## src/voice_frame_fec_packer_assert.svh

```systemverilog
// Assertion macros for the voice frame FEC packer.
`ifndef VOICE_FRAME_FEC_PACKER_ASSERT_SVH
`define VOICE_FRAME_FEC_PACKER_ASSERT_SVH

// Same-cycle implication, checked on i_clk, off during reset.
`define VFFP_ASSERT_NOW(label, ante, cons) \
    label: assert property (@(posedge i_clk) disable iff (!i_rst_n) (ante) |-> (cons)) \
        else $error("vffp: same-cycle check failed");

// Next-cycle implication, checked on i_clk, off during reset.
`define VFFP_ASSERT_NEXT(label, ante, cons) \
    label: assert property (@(posedge i_clk) disable iff (!i_rst_n) (ante) |=> (cons)) \
        else $error("vffp: next-cycle check failed");

`endif

```

## src/vffp_pkg.sv

```systemverilog
// Package: word types, register indexes, scrambler constants and interleave tables.
`default_nettype none
package vffp_pkg;

    localparam int CFG_W   = 44;
    localparam int GW_W    = 11;
    localparam int GW_N    = 12;
    localparam int DATA_W  = 12;
    localparam int ROW_W   = 24;
    localparam int ROW2_W  = 11;
    localparam int ROW3_W  = 14;
    localparam int LCG_N   = 23;
    localparam int FRAME_W = 72;

    localparam int LCG_MUL = 173;
    localparam int LCG_INC = 13849;
    localparam int LCG_MOD = 65536;
    localparam int LCG_TOP = 32768;

    // register indexes
    localparam logic [1:0] CFG_IDX_A = 2'd0;
    localparam logic [1:0] CFG_IDX_B = 2'd1;
    localparam logic [1:0] CFG_IDX_C = 2'd2;

    typedef struct packed {
        logic [6:0] pitch_index;
        logic [4:0] param_one;
        logic [4:0] param_two;
        logic [8:0] param_three;
        logic [6:0] param_four;
        logic [4:0] param_five;
        logic [3:0] param_six;
        logic [3:0] param_seven;
        logic [2:0] param_eight;
    } t_in_word;

    typedef struct packed {
        logic [7:0] frame_byte_0;
        logic [7:0] frame_byte_1;
        logic [7:0] frame_byte_2;
        logic [7:0] frame_byte_3;
        logic [7:0] frame_byte_4;
        logic [7:0] frame_byte_5;
        logic [7:0] frame_byte_6;
        logic [7:0] frame_byte_7;
        logic [7:0] frame_byte_8;
    } t_out_word;

    typedef logic [GW_N-1:0][GW_W-1:0] t_gen_words;

    typedef struct packed {
        logic [DATA_W-1:0] d0;
        logic [DATA_W-1:0] d1;
        logic [ROW2_W-1:0] row2;
        logic [ROW3_W-1:0] row3;
    } t_pack_word;

    // prod[k] holds the low 12 bits of A(k+1) * d0; the seed's low nibble is zero
    typedef struct packed {
        logic [DATA_W-1:0]             d0;
        logic [DATA_W-1:0]             d1;
        logic [ROW2_W-1:0]             row2;
        logic [ROW3_W-1:0]             row3;
        logic [GW_W-1:0]               par0;
        logic [GW_W-1:0]               par1;
        logic [LCG_N-1:0][DATA_W-1:0]  prod;
    } t_code_word;

    // n-step LCG: x_n = A_n * seed + C_n (mod 2^16)
    function automatic logic [15:0] lcg_mul(input int n);
        int a;
        a = 1;
        for (int i = 0; i < n; i++) begin
            a = (a * LCG_MUL) % LCG_MOD;
        end
        return 16'(a);
    endfunction

    function automatic logic [15:0] lcg_inc(input int n);
        int c;
        c = 0;
        for (int i = 0; i < n; i++) begin
            c = (c * LCG_MUL + LCG_INC) % LCG_MOD;
        end
        return 16'(c);
    endfunction

    // serial bit i comes from row ROW_SEL[i], bit COL_SEL[i]
    localparam logic [1:0] ROW_SEL [FRAME_W] = '{
        2'd0, 2'd0, 2'd3, 2'd2, 2'd1, 2'd1, 2'd0, 2'd0, 2'd1, 2'd1, 2'd0, 2'd0,
        2'd3, 2'd2, 2'd1, 2'd1, 2'd3, 2'd2, 2'd1, 2'd1, 2'd0, 2'd0, 2'd3, 2'd2,
        2'd0, 2'd0, 2'd3, 2'd2, 2'd1, 2'd1, 2'd0, 2'd0, 2'd1, 2'd1, 2'd0, 2'd0,
        2'd3, 2'd2, 2'd1, 2'd1, 2'd3, 2'd2, 2'd1, 2'd1, 2'd0, 2'd0, 2'd3, 2'd2,
        2'd0, 2'd0, 2'd3, 2'd2, 2'd1, 2'd1, 2'd0, 2'd0, 2'd1, 2'd1, 2'd0, 2'd0,
        2'd3, 2'd2, 2'd1, 2'd1, 2'd3, 2'd3, 2'd2, 2'd1, 2'd0, 2'd0, 2'd3, 2'd3
    };

    localparam logic [4:0] COL_SEL [FRAME_W] = '{
        5'd10, 5'd22, 5'd11, 5'd9,  5'd10, 5'd22, 5'd11, 5'd23, 5'd8,  5'd20, 5'd9,  5'd21,
        5'd10, 5'd8,  5'd9,  5'd21, 5'd8,  5'd6,  5'd7,  5'd19, 5'd8,  5'd20, 5'd9,  5'd7,
        5'd6,  5'd18, 5'd7,  5'd5,  5'd6,  5'd18, 5'd7,  5'd19, 5'd4,  5'd16, 5'd5,  5'd17,
        5'd6,  5'd4,  5'd5,  5'd17, 5'd4,  5'd2,  5'd3,  5'd15, 5'd4,  5'd16, 5'd5,  5'd3,
        5'd2,  5'd14, 5'd3,  5'd1,  5'd2,  5'd14, 5'd3,  5'd15, 5'd0,  5'd12, 5'd1,  5'd13,
        5'd2,  5'd0,  5'd1,  5'd13, 5'd0,  5'd12, 5'd10, 5'd11, 5'd0,  5'd12, 5'd1,  5'd13
    };

endpackage
`default_nettype wire

```

## src/voice_frame_fec_packer.sv

```systemverilog
// 3 register stages (pack, code, out) lie between an accepted input word and its output word.
// Throughput: one word per cycle; each stage advances when it is empty or the next one takes.
// A stalled output holds its word while the earlier stages keep filling behind it.
// Reset (i_rst_n low, synchronous) clears all stage valid bits and the three generator
// registers to zero; configuration writes take effect on the next clock edge.
`default_nettype none
`include "voice_frame_fec_packer_assert.svh"
module voice_frame_fec_packer (
    input  wire logic                          i_clk,
    input  wire logic                          i_rst_n,
    input  wire logic                          i_cfg_we,
    input  wire logic [1:0]                    i_cfg_idx,
    input  wire logic [vffp_pkg::CFG_W-1:0]    i_cfg_data,
    input  wire logic                          i_valid,
    output logic                               o_ready,
    input  wire vffp_pkg::t_in_word            i_word,
    output logic                               o_valid,
    input  wire logic                          i_ready,
    output vffp_pkg::t_out_word                o_word
);

    logic [vffp_pkg::CFG_W-1:0] r_gw_a;
    logic [vffp_pkg::CFG_W-1:0] r_gw_b;
    logic [vffp_pkg::CFG_W-1:0] r_gw_c;
    vffp_pkg::t_gen_words       w_gen;

    logic                 w_v1;
    logic                 w_r1;
    vffp_pkg::t_pack_word w_word1;
    logic                 w_v2;
    logic                 w_r2;
    vffp_pkg::t_code_word w_word2;

    always_ff @(posedge i_clk) begin
        if (!i_rst_n) begin
            r_gw_a <= '0;
            r_gw_b <= '0;
            r_gw_c <= '0;
        end else if (i_cfg_we) begin
            case (i_cfg_idx)
                vffp_pkg::CFG_IDX_A: r_gw_a <= i_cfg_data;
                vffp_pkg::CFG_IDX_B: r_gw_b <= i_cfg_data;
                vffp_pkg::CFG_IDX_C: r_gw_c <= i_cfg_data;
                default: ;
            endcase
        end
    end

    // word i sits at bits 11*i of the concatenated registers
    assign w_gen = {r_gw_c, r_gw_b, r_gw_a};

    vffp_stage_pack u_pack (
        .i_clk   (i_clk),
        .i_rst_n (i_rst_n),
        .i_valid (i_valid),
        .o_ready (o_ready),
        .i_word  (i_word),
        .o_valid (w_v1),
        .i_ready (w_r1),
        .o_word  (w_word1)
    );

    vffp_stage_code u_code (
        .i_clk   (i_clk),
        .i_rst_n (i_rst_n),
        .i_gen   (w_gen),
        .i_valid (w_v1),
        .o_ready (w_r1),
        .i_word  (w_word1),
        .o_valid (w_v2),
        .i_ready (w_r2),
        .o_word  (w_word2)
    );

    vffp_stage_out u_out (
        .i_clk   (i_clk),
        .i_rst_n (i_rst_n),
        .i_valid (w_v2),
        .o_ready (w_r2),
        .i_word  (w_word2),
        .o_valid (o_valid),
        .i_ready (i_ready),
        .o_word  (o_word)
    );

    // an empty output stage never back-pressures the input
    `VFFP_ASSERT_NOW(a_empty_out_ready, !o_valid, o_ready)
    // an accepted word always lands in the first stage
    `VFFP_ASSERT_NEXT(a_accept_fills, i_valid && o_ready, w_v1)
    // through an empty pipe an accepted word passes the pack, code and out registers to the output
    `VFFP_ASSERT_NOW(a_latency, i_valid && o_ready && !w_v1 && !w_v2 && !o_valid, ##3 o_valid)

endmodule
`default_nettype wire

```

## src/vffp_stage_pack.sv

```systemverilog
// Stage 1: extracts the row data fields from the parameter indices.
`default_nettype none
module vffp_stage_pack (
    input  wire logic               i_clk,
    input  wire logic               i_rst_n,
    input  wire logic               i_valid,
    output logic                    o_ready,
    input  wire vffp_pkg::t_in_word i_word,
    output logic                    o_valid,
    input  wire logic               i_ready,
    output vffp_pkg::t_pack_word    o_word
);

    logic                 r_valid;
    vffp_pkg::t_pack_word r_word;
    vffp_pkg::t_pack_word n_word;

    always_comb begin
        n_word.d0   = {i_word.pitch_index[6:3], i_word.param_one[4:1], i_word.param_two[4:1]};
        n_word.d1   = {i_word.param_three[8:1], i_word.param_four[6:3]};
        n_word.row2 = {i_word.param_five[4:1], i_word.param_six[3:1],
                       i_word.param_seven[3:1], i_word.param_eight[2]};
        n_word.row3 = {i_word.param_one[0], i_word.param_two[0], i_word.pitch_index[2:0],
                       i_word.param_three[0], i_word.param_four[2:0], i_word.param_five[0],
                       i_word.param_six[0], i_word.param_seven[0], i_word.param_eight[1:0]};
    end

    assign o_ready = !r_valid || i_ready;

    always_ff @(posedge i_clk) begin
        if (!i_rst_n) begin
            r_valid <= 1'b0;
        end else if (o_ready) begin
            r_valid <= i_valid;
        end
    end

    always_ff @(posedge i_clk) begin
        if (o_ready && i_valid) begin
            r_word <= n_word;
        end
    end

    assign o_valid = r_valid;
    assign o_word  = r_word;

endmodule
`default_nettype wire

```

## src/vffp_stage_code.sv

```systemverilog
// Stage 2: Golay parity of both coded rows and the scrambler seed products.
`default_nettype none
module vffp_stage_code (
    input  wire logic                 i_clk,
    input  wire logic                 i_rst_n,
    input  wire vffp_pkg::t_gen_words i_gen,
    input  wire logic                 i_valid,
    output logic                      o_ready,
    input  wire vffp_pkg::t_pack_word i_word,
    output logic                      o_valid,
    input  wire logic                 i_ready,
    output vffp_pkg::t_code_word      o_word
);

    logic                 r_valid;
    vffp_pkg::t_code_word r_word;
    vffp_pkg::t_code_word n_word;
    logic [vffp_pkg::LCG_N-1:0][vffp_pkg::DATA_W-1:0] w_prod;

    // lane k: low bits of A(k+1) * d0, a constant multiply
    for (genvar k = 0; k < vffp_pkg::LCG_N; k++) begin : g_lane
        localparam logic [15:0] MUL_K = vffp_pkg::lcg_mul(k + 1);
        assign w_prod[k] = vffp_pkg::DATA_W'(i_word.d0 * MUL_K[vffp_pkg::DATA_W-1:0]);
    end

    always_comb begin
        n_word.d0   = i_word.d0;
        n_word.d1   = i_word.d1;
        n_word.row2 = i_word.row2;
        n_word.row3 = i_word.row3;
        n_word.prod = w_prod;
        n_word.par0 = '0;
        n_word.par1 = '0;
        for (int i = 0; i < vffp_pkg::GW_N; i++) begin
            if (i_word.d0[i]) n_word.par0 = n_word.par0 ^ i_gen[i];
            if (i_word.d1[i]) n_word.par1 = n_word.par1 ^ i_gen[i];
        end
    end

    assign o_ready = !r_valid || i_ready;

    always_ff @(posedge i_clk) begin
        if (!i_rst_n) begin
            r_valid <= 1'b0;
        end else if (o_ready) begin
            r_valid <= i_valid;
        end
    end

    always_ff @(posedge i_clk) begin
        if (o_ready && i_valid) begin
            r_word <= n_word;
        end
    end

    assign o_valid = r_valid;
    assign o_word  = r_word;

endmodule
`default_nettype wire

```

## src/vffp_stage_out.sv

```systemverilog
// Stage 3: scrambles row 1, builds the rows and interleaves them into nine bytes.
`default_nettype none
module vffp_stage_out (
    input  wire logic                 i_clk,
    input  wire logic                 i_rst_n,
    input  wire logic                 i_valid,
    output logic                      o_ready,
    input  wire vffp_pkg::t_code_word i_word,
    output logic                      o_valid,
    input  wire logic                 i_ready,
    output vffp_pkg::t_out_word       o_word
);

    logic                                        r_valid;
    vffp_pkg::t_out_word                         r_word;
    vffp_pkg::t_out_word                         n_word;
    logic [vffp_pkg::LCG_N-1:0]                  w_mask;
    logic [3:0][vffp_pkg::ROW_W-1:0]             w_rows;
    logic [vffp_pkg::FRAME_W-1:0]                w_bits;

    // step n = k+1 of the generator scrambles bit 22-k
    for (genvar k = 0; k < vffp_pkg::LCG_N; k++) begin : g_mask
        localparam logic [15:0] INC_K = vffp_pkg::lcg_inc(k + 1);
        logic [15:0] w_state;
        assign w_state = {i_word.prod[k], 4'b0000} + INC_K;
        assign w_mask[vffp_pkg::LCG_N-1-k] = w_state[15];
    end

    always_comb begin
        w_rows[0] = {i_word.d0, i_word.par0, ^{i_word.d0, i_word.par0}};
        w_rows[1] = {1'b0, {i_word.d1, i_word.par1} ^ w_mask};
        w_rows[2] = {(vffp_pkg::ROW_W - vffp_pkg::ROW2_W)'(0), i_word.row2};
        w_rows[3] = {(vffp_pkg::ROW_W - vffp_pkg::ROW3_W)'(0), i_word.row3};
        for (int i = 0; i < vffp_pkg::FRAME_W; i++) begin
            w_bits[i] = w_rows[vffp_pkg::ROW_SEL[i]][vffp_pkg::COL_SEL[i]];
        end
        n_word.frame_byte_0 = w_bits[7:0];
        n_word.frame_byte_1 = w_bits[15:8];
        n_word.frame_byte_2 = w_bits[23:16];
        n_word.frame_byte_3 = w_bits[31:24];
        n_word.frame_byte_4 = w_bits[39:32];
        n_word.frame_byte_5 = w_bits[47:40];
        n_word.frame_byte_6 = w_bits[55:48];
        n_word.frame_byte_7 = w_bits[63:56];
        n_word.frame_byte_8 = w_bits[71:64];
    end

    assign o_ready = !r_valid || i_ready;

    always_ff @(posedge i_clk) begin
        if (!i_rst_n) begin
            r_valid <= 1'b0;
        end else if (o_ready) begin
            r_valid <= i_valid;
        end
    end

    always_ff @(posedge i_clk) begin
        if (o_ready && i_valid) begin
            r_word <= n_word;
        end
    end

    assign o_valid = r_valid;
    assign o_word  = r_word;

endmodule
`default_nettype wire
```

## config.mk

```make
export PLATFORM = sky130hd
export DESIGN_NAME = voice_frame_fec_packer
export DESIGN_NICKNAME = d
export VERILOG_FILES = /design/src/vffp_pkg.sv /design/src/voice_frame_fec_packer.sv /design/src/vffp_stage_pack.sv /design/src/vffp_stage_code.sv /design/src/vffp_stage_out.sv
export VERILOG_INCLUDE_DIRS = /design/src /design/src/src
export SDC_FILE = /design/constraint.sdc
export NUM_CORES = 2
export LEC_CHECK = 0
export BUFFER_PORTS_ARGS = -buffer_cell sky130_fd_sc_hd__clkbuf_2
export CAP_MARGIN = 20
export CORE_UTILIZATION = 55
export DETAILED_ROUTE_END_ITERATION = 8
export PLACE_DENSITY = 0.77
export SYNTH_ARGS = -nofsm -noshare
export SYNTH_HDL_FRONTEND = slang
export SYNTH_SLANG_ARGS = --single-unit
```

## constraint.sdc

```tcl
create_clock -name i_clk -period 33.4 [get_ports i_clk]
set_clock_uncertainty 0.15 [all_clocks]
set_input_delay 6.68 -clock i_clk [delete_from_list [all_inputs] [get_ports i_clk]]
set_output_delay 6.68 -clock i_clk [all_outputs]
set_load 0.01 [all_outputs]
```

# Word level (Yosys, flattened, before mapping)
# Cells that the tools add are included.
[op_classes]
muxes = 24
add_sub_neg = 23
n_mul = 23
n_eq_ne = 2
reduce_logical = 14
bitwise = 23
[ops]
columns = ["cell", "n"]
rows = [
  ["$mux W11", 24],
  ["$xor A11 B11 Y11", 22],
  ["$mul A12 B11 Y12 const B", 13],
  ["$add A16 B16 Y16 const B", 9],
  ["$add A16 B15 Y16 const B", 6],
  ["$add A16 B14 Y16 const B", 4],
  ["$mul A12 B12 Y12 const B", 4],
  ["$add A16 B13 Y16 const B", 2],
  ["$mul A12 B10 Y12 const B", 2],
  ["$mul A12 B8 Y12 const B", 2],
  ["$mul A12 B9 Y12 const B", 2],
  ["$reduce_xor A23 Y1", 1],
  ["$xor A23 B23 Y23", 1],
  ["$add A16 B10 Y16 const B", 1],
  ["$add A16 B9 Y16 const B", 1],
  ["$reduce_and A2 Y1", 3],
  ["$logic_and A1 B1 Y1", 3],
  ["$logic_not A1 Y1", 3],
  ["$logic_or A1 B1 Y1", 3],
  ["$eq A2 B1 Y1 const B", 1],
  ["$eq A2 B2 Y1 const B", 1],
  ["$logic_not A2 Y1", 1],
]
[totals]
elab_cells = 157
output_inout_bits = 74
ff_bits = 603

# Logic depth before layout (Yosys ltp)
[depth]
word_depth = 23
ltp_mapped = 19
mapped_depth_nobuf = 18

# Hierarchy
# A second synthesis with hierarchy kept.
[unflattened]
cells_unflattened = 3206
area_unflattened_um2 = 36084.6
[modules_own_cells]
columns = ["mod", "instances", "cells_per_inst", "area_each_um2"]
rows = [
  ["vffp_stage_code", 1, 2431, 26121.3],
  ["voice_frame_fec_packer", 1, 478, 5034.8],
  ["vffp_stage_out", 1, 243, 3399.5],
  ["vffp_stage_pack", 1, 54, 1529.0],
]

# Worst setup path before layout
# Ideal clock, no wire load.
[synth_path]
path_type = "input port to flip-flop"
from = "in i_ready"
to = "reg u_code.r_word (netlist bit u_code.o_word[101]), enable pin"
setup_slack_ps = 7922
cell_stages = 2
arrival_ps = 24116
n_path_buf = 0
required_ps = 32038
path_cell_list = "nor2b_1 > a21boi_0"
[synth_via]
elab_chain_cells = 3
[synth_rtl]
columns = ["item", "line_no", "text"]
rows = [
  ["start, declared", "voice_frame_fec_packer.sv:18", "input wire logic i_ready,"],
  ["$logic_or A1 B1 Y1", "vffp_stage_out.sv:48", "assign o_ready = !r_valid || i_ready;"],
  ["$logic_or A1 B1 Y1", "vffp_stage_code.sv:40", "assign o_ready = !r_valid || i_ready;"],
  ["$logic_and A1 B1 Y1", "vffp_stage_code.sv:51", "if (o_ready && i_valid) begin"],
  ["end signal, assigned", "vffp_stage_code.sv:52", "r_word <= n_word;"],
  ["end, declared", "vffp_stage_code.sv:16", "vffp_pkg::t_code_word r_word;"],
]
# Every way passes these cells.
# A chain may end at the register's enable or synchronous reset.

# Worst setup path after layout
[layout_path]
from = "in i_ready"
to = "out o_ready"
[layout_via]
elab_chain_cells = 3
[layout_rtl]
columns = ["item", "line_no", "text"]
rows = [
  ["$logic_or A1 B1 Y1", "vffp_stage_out.sv:48", ""],
  ["$logic_or A1 B1 Y1", "vffp_stage_code.sv:40", ""],
  ["$logic_or A1 B1 Y1", "vffp_stage_pack.sv:28", "assign o_ready = !r_valid || i_ready;"],
  ["end, declared", "voice_frame_fec_packer.sv:15", "output logic o_ready,"],
]
# Every way passes these cells.

==> metrics.yaml <==
timing:
  rsz0062_at_grt: "false"
  setup_viol: 0
  slew_viol_final: 0
  fmax_mhz: 68.8
  fin_crit_sh: 0.435
  hold_violations: 0
  fin_hold_ws_ps: 267
  fin_setup_tns_ps: 0
  period_minus_slack_ps: 14540
  worst_pin_slew_ps: 1090
  relSlewSlack: 0.270
cts:
  cts.repair.resized: 0
  cts-root-buf: "clkbuf_16"
  numCtsBuffers: 55
  cts_setup_buffers: 0
  clock_path_buffers: 3
  htree_levels: 2
  clock_latency_ps: 630
  clk_pin_slew_ps: 60
  tritoncts: "done"
  cts.sinks: 497
  ctsHoldBuffers: 0
synth:
  synthArstFlopShare: 0
  synthFlopType: "edfxtp_1"
  synth_warnings: 0
  syn-num-nets: 3894
  ys_seq_area_frac: 0.389
  ys_types: 52
  synthCells: 3162
  yosys_register_bits: 497
  synth_edf_count: 362
  syn_avg_cell_area_um2: 11.0
  synth_area_um2: 34900
cells_and_area:
  fin_area_um2: 38800
  nFillCells: 5091
  final_nets: 4089
  regArea_um2: 13600
  drive_gt1_frac: 0.0902
  multi_input_area_um2: 19700
  syn2layout_area_growth_pct: 11.1
  finalCoreUtilization: 0.617
status:
  status: "finished, final reports clean"
detailed_routing:
  dr.pass1.iters: 5
  ant_nets: 0
  post_drt_wl_per_cell_um: 20.3
  drcViolationCount: 0
  avgViaCountPerCell: 5.38
  vias: 22800
  drtIter0Drc: 1611
  drt_wl_total_um: 86300
critical_path:
  cp.arrival_ps: 7710
  cpPeakStageDelay_ps: 590
  crit_type: "input pin to primary output"
  crit_path_max_fanout: 6
  start_kind: "input pin"
  worst_setup_path_end_kind: "primary output"
  cp_common_cell: "clkbuf_2"
  slowest_stage: "nor2b_1"
  crit_required_ps: 26570
  worstPathCellList: "clkbuf_2, nor2b_1, nand3_1, clkbuf_2"
global_route:
  grt_pass1_vias: 23100
  grt_max_degree: 153
  grt_util_all_layers: 0.274
  grt_pass1_wl_um: 132000
  grt_overflow: 0
  antenna_found_initial: 1
floorplan:
  die_y_um: 254
  fp.dieW_um: 254
  rows: 92
  initial_core_util: 0.556
  die_area_um2: 64500
  coreArea_um2: 62900
  top_level_ports: 174
power_and_ir_drop:
  leakage_nw: 16.1
  powerDensity_nw_per_um2: 80.6
  total_power_mw: 3.13
  vdd_drop_max_mv: 0.0524
placement:
  placed_area_um2: 36900
  hpwl_um: 60700
  port_buffers: 173
  finalWeightedCongestion: 0.927
job:
  maxCapViolCount: 0
worst_hold_path:
  min_path_type: "flip-flop to flip-flop"
layer usage:
| layer | global-route usage | up-vias | wire, µm | share of wire |
|---|---|---|---|---|
| met5 | 0 | - | 0 | 0 |
| met1 | 0.346 | 11100 | 34900 | 0.40 |
| li1 | - | 10700 | - | - |
| met2 | 0.459 | 755 | 41600 | 0.48 |
| met4 | 0.130 | 0 | 4130 | 0.048 |
| met3 | 0.0438 | 232 | 5640 | 0.065 |
state kept, by name (all words and copies together), names as in the netlist:
signal / count
r_gw_a: 44
r_gw_b: 44
r_gw_c: 44
u_code.o_valid: 1
u_code.o_word: 241
u_out.o_valid: 1
u_out.o_word: 72
u_pack.o_valid: 1
u_pack.o_word: 49
layout by cell type, fill, tap and decap left out, types with 3 or more instances in the layout:
master / count
clkbuf_16: 56
buf_12: 3
inv_1: 371
clkinv_4: 4
bufinv_16: 4
a21boi_0: 134
clkbuf_8: 8
clkinv_1: 5
a21o_1: 37
dfxtp_1: 135
nor2b_1: 9
edfxtp_1: 362
ha_1: 410
nand3_1: 4
nand3b_1: 3
xor2_1: 120
nor2_1: 59
o21bai_1: 22
nor3_1: 15
nand2_1: 560
o211ai_1: 3
xnor2_1: 463
o41ai_1: 11
and3_1: 3
a21oi_1: 80
nand2b_1: 3
buf_4: 31
clkbuf_1: 11
fa_1: 222
o21a_1: 4
o21ai_0: 22
clkbuf_2: 172
clkinvlp_4: 3
clkinv_2: 7
nand4_1: 6
where the power goes:
group / leakage (nW) / total, mW / switching, mW / internal (mW)
logic: 10.7 / 1.59 / 0.857 / 0.738
registers: 4.50 / 0.914 / 0.0423 / 0.871
clock network: 0.901 / 0.618 / 0.259 / 0.359
total: 16.1 / 3.13 / 1.16 / 1.97
cell usage after synthesis, types with 3 or more instances:
cell type  instances  area [µm²]
nor2b_1           10        62.6
o21a_1             4        30.0
nand3b_1           3        22.5
o41ai_1           11        96.3
o211ai_1           3        22.5
inv_1            371        1390
dfxtp_1          135        2700
nand2b_1           3        18.8
fa_1             222        4440
a21o_1            37         278
xor2_1           120        1050
o21bai_1          22         165
xnor2_1          463        4060
nand3_1            4        20.0
a21boi_0         135        1010
clkbuf_1          64         240
a31oi_1            3        18.8
nor3_1            15        75.1
nor2_1            59         221
o21ai_0           22         110
a21oi_1           80         400
nand4_1            6        37.5
nand2_1          560        2100
edfxtp_1         362       10900
and3_1             3        18.8
buf_2              4        20.0
ha_1             410        5130
area by class of cell:
cell class / instances / area share
Timing Repair Buffer: 208 / 0.0306
Inverter: 371 / 0.0359
Tap cell: 846 / 0.0273
Clock inverter: 27 / 0.00777
Multi-Input combinational cell: 2224 / 0.508
Sequential cell: 497 / 0.350
Antenna cell: 2 / 0.000129
Clock buffer: 75 / 0.0400
critical path, delay by kind of cell:
kind                   cells  cell delay, ps
buffers and inverters      2             250
and+or+nand+nor            2             780
worst paths after layout:
| path | slack, ps | to | cells past startpoint | from |
|---|---|---|---|---|
| worst min register to register | 270 | u_out.o_word[54] | 0 | u_code.o_word[307] |
| worst max-delay path | 18860 | o_ready | 4 | i_ready |
| worst max register to register | 27580 | u_code.o_word[203] | 18 | u_pack.o_word[37] |
| worst min-delay path | 270 | u_out.o_word[54] | 0 | u_code.o_word[307] |
kinds of logic (layout without fill, tap and decap cells):
logic type	after synthesis	after routing	share of synthesized area
buffers and inverters	441	681	0.0479
adders and majority gates	632	632	0.274
and+or+nand+nor	673	673	0.0762
AOI/OAI and AO/OA	333	333	0.0652
xor gates and xnor gates	586	586	0.148
DFF	497	497	0.389
other	0	2	0
through the flow:
stage,worst slack (ps),cells
2_1_floorplan,7920,3162
6_report,18860,4250
4_1_cts,18870,4245
3_5_place_dp,18860,4143
3_3_place_gp,18880,4143
5_1_grt,18750,4249
Power figures use the tool's default switching activity.
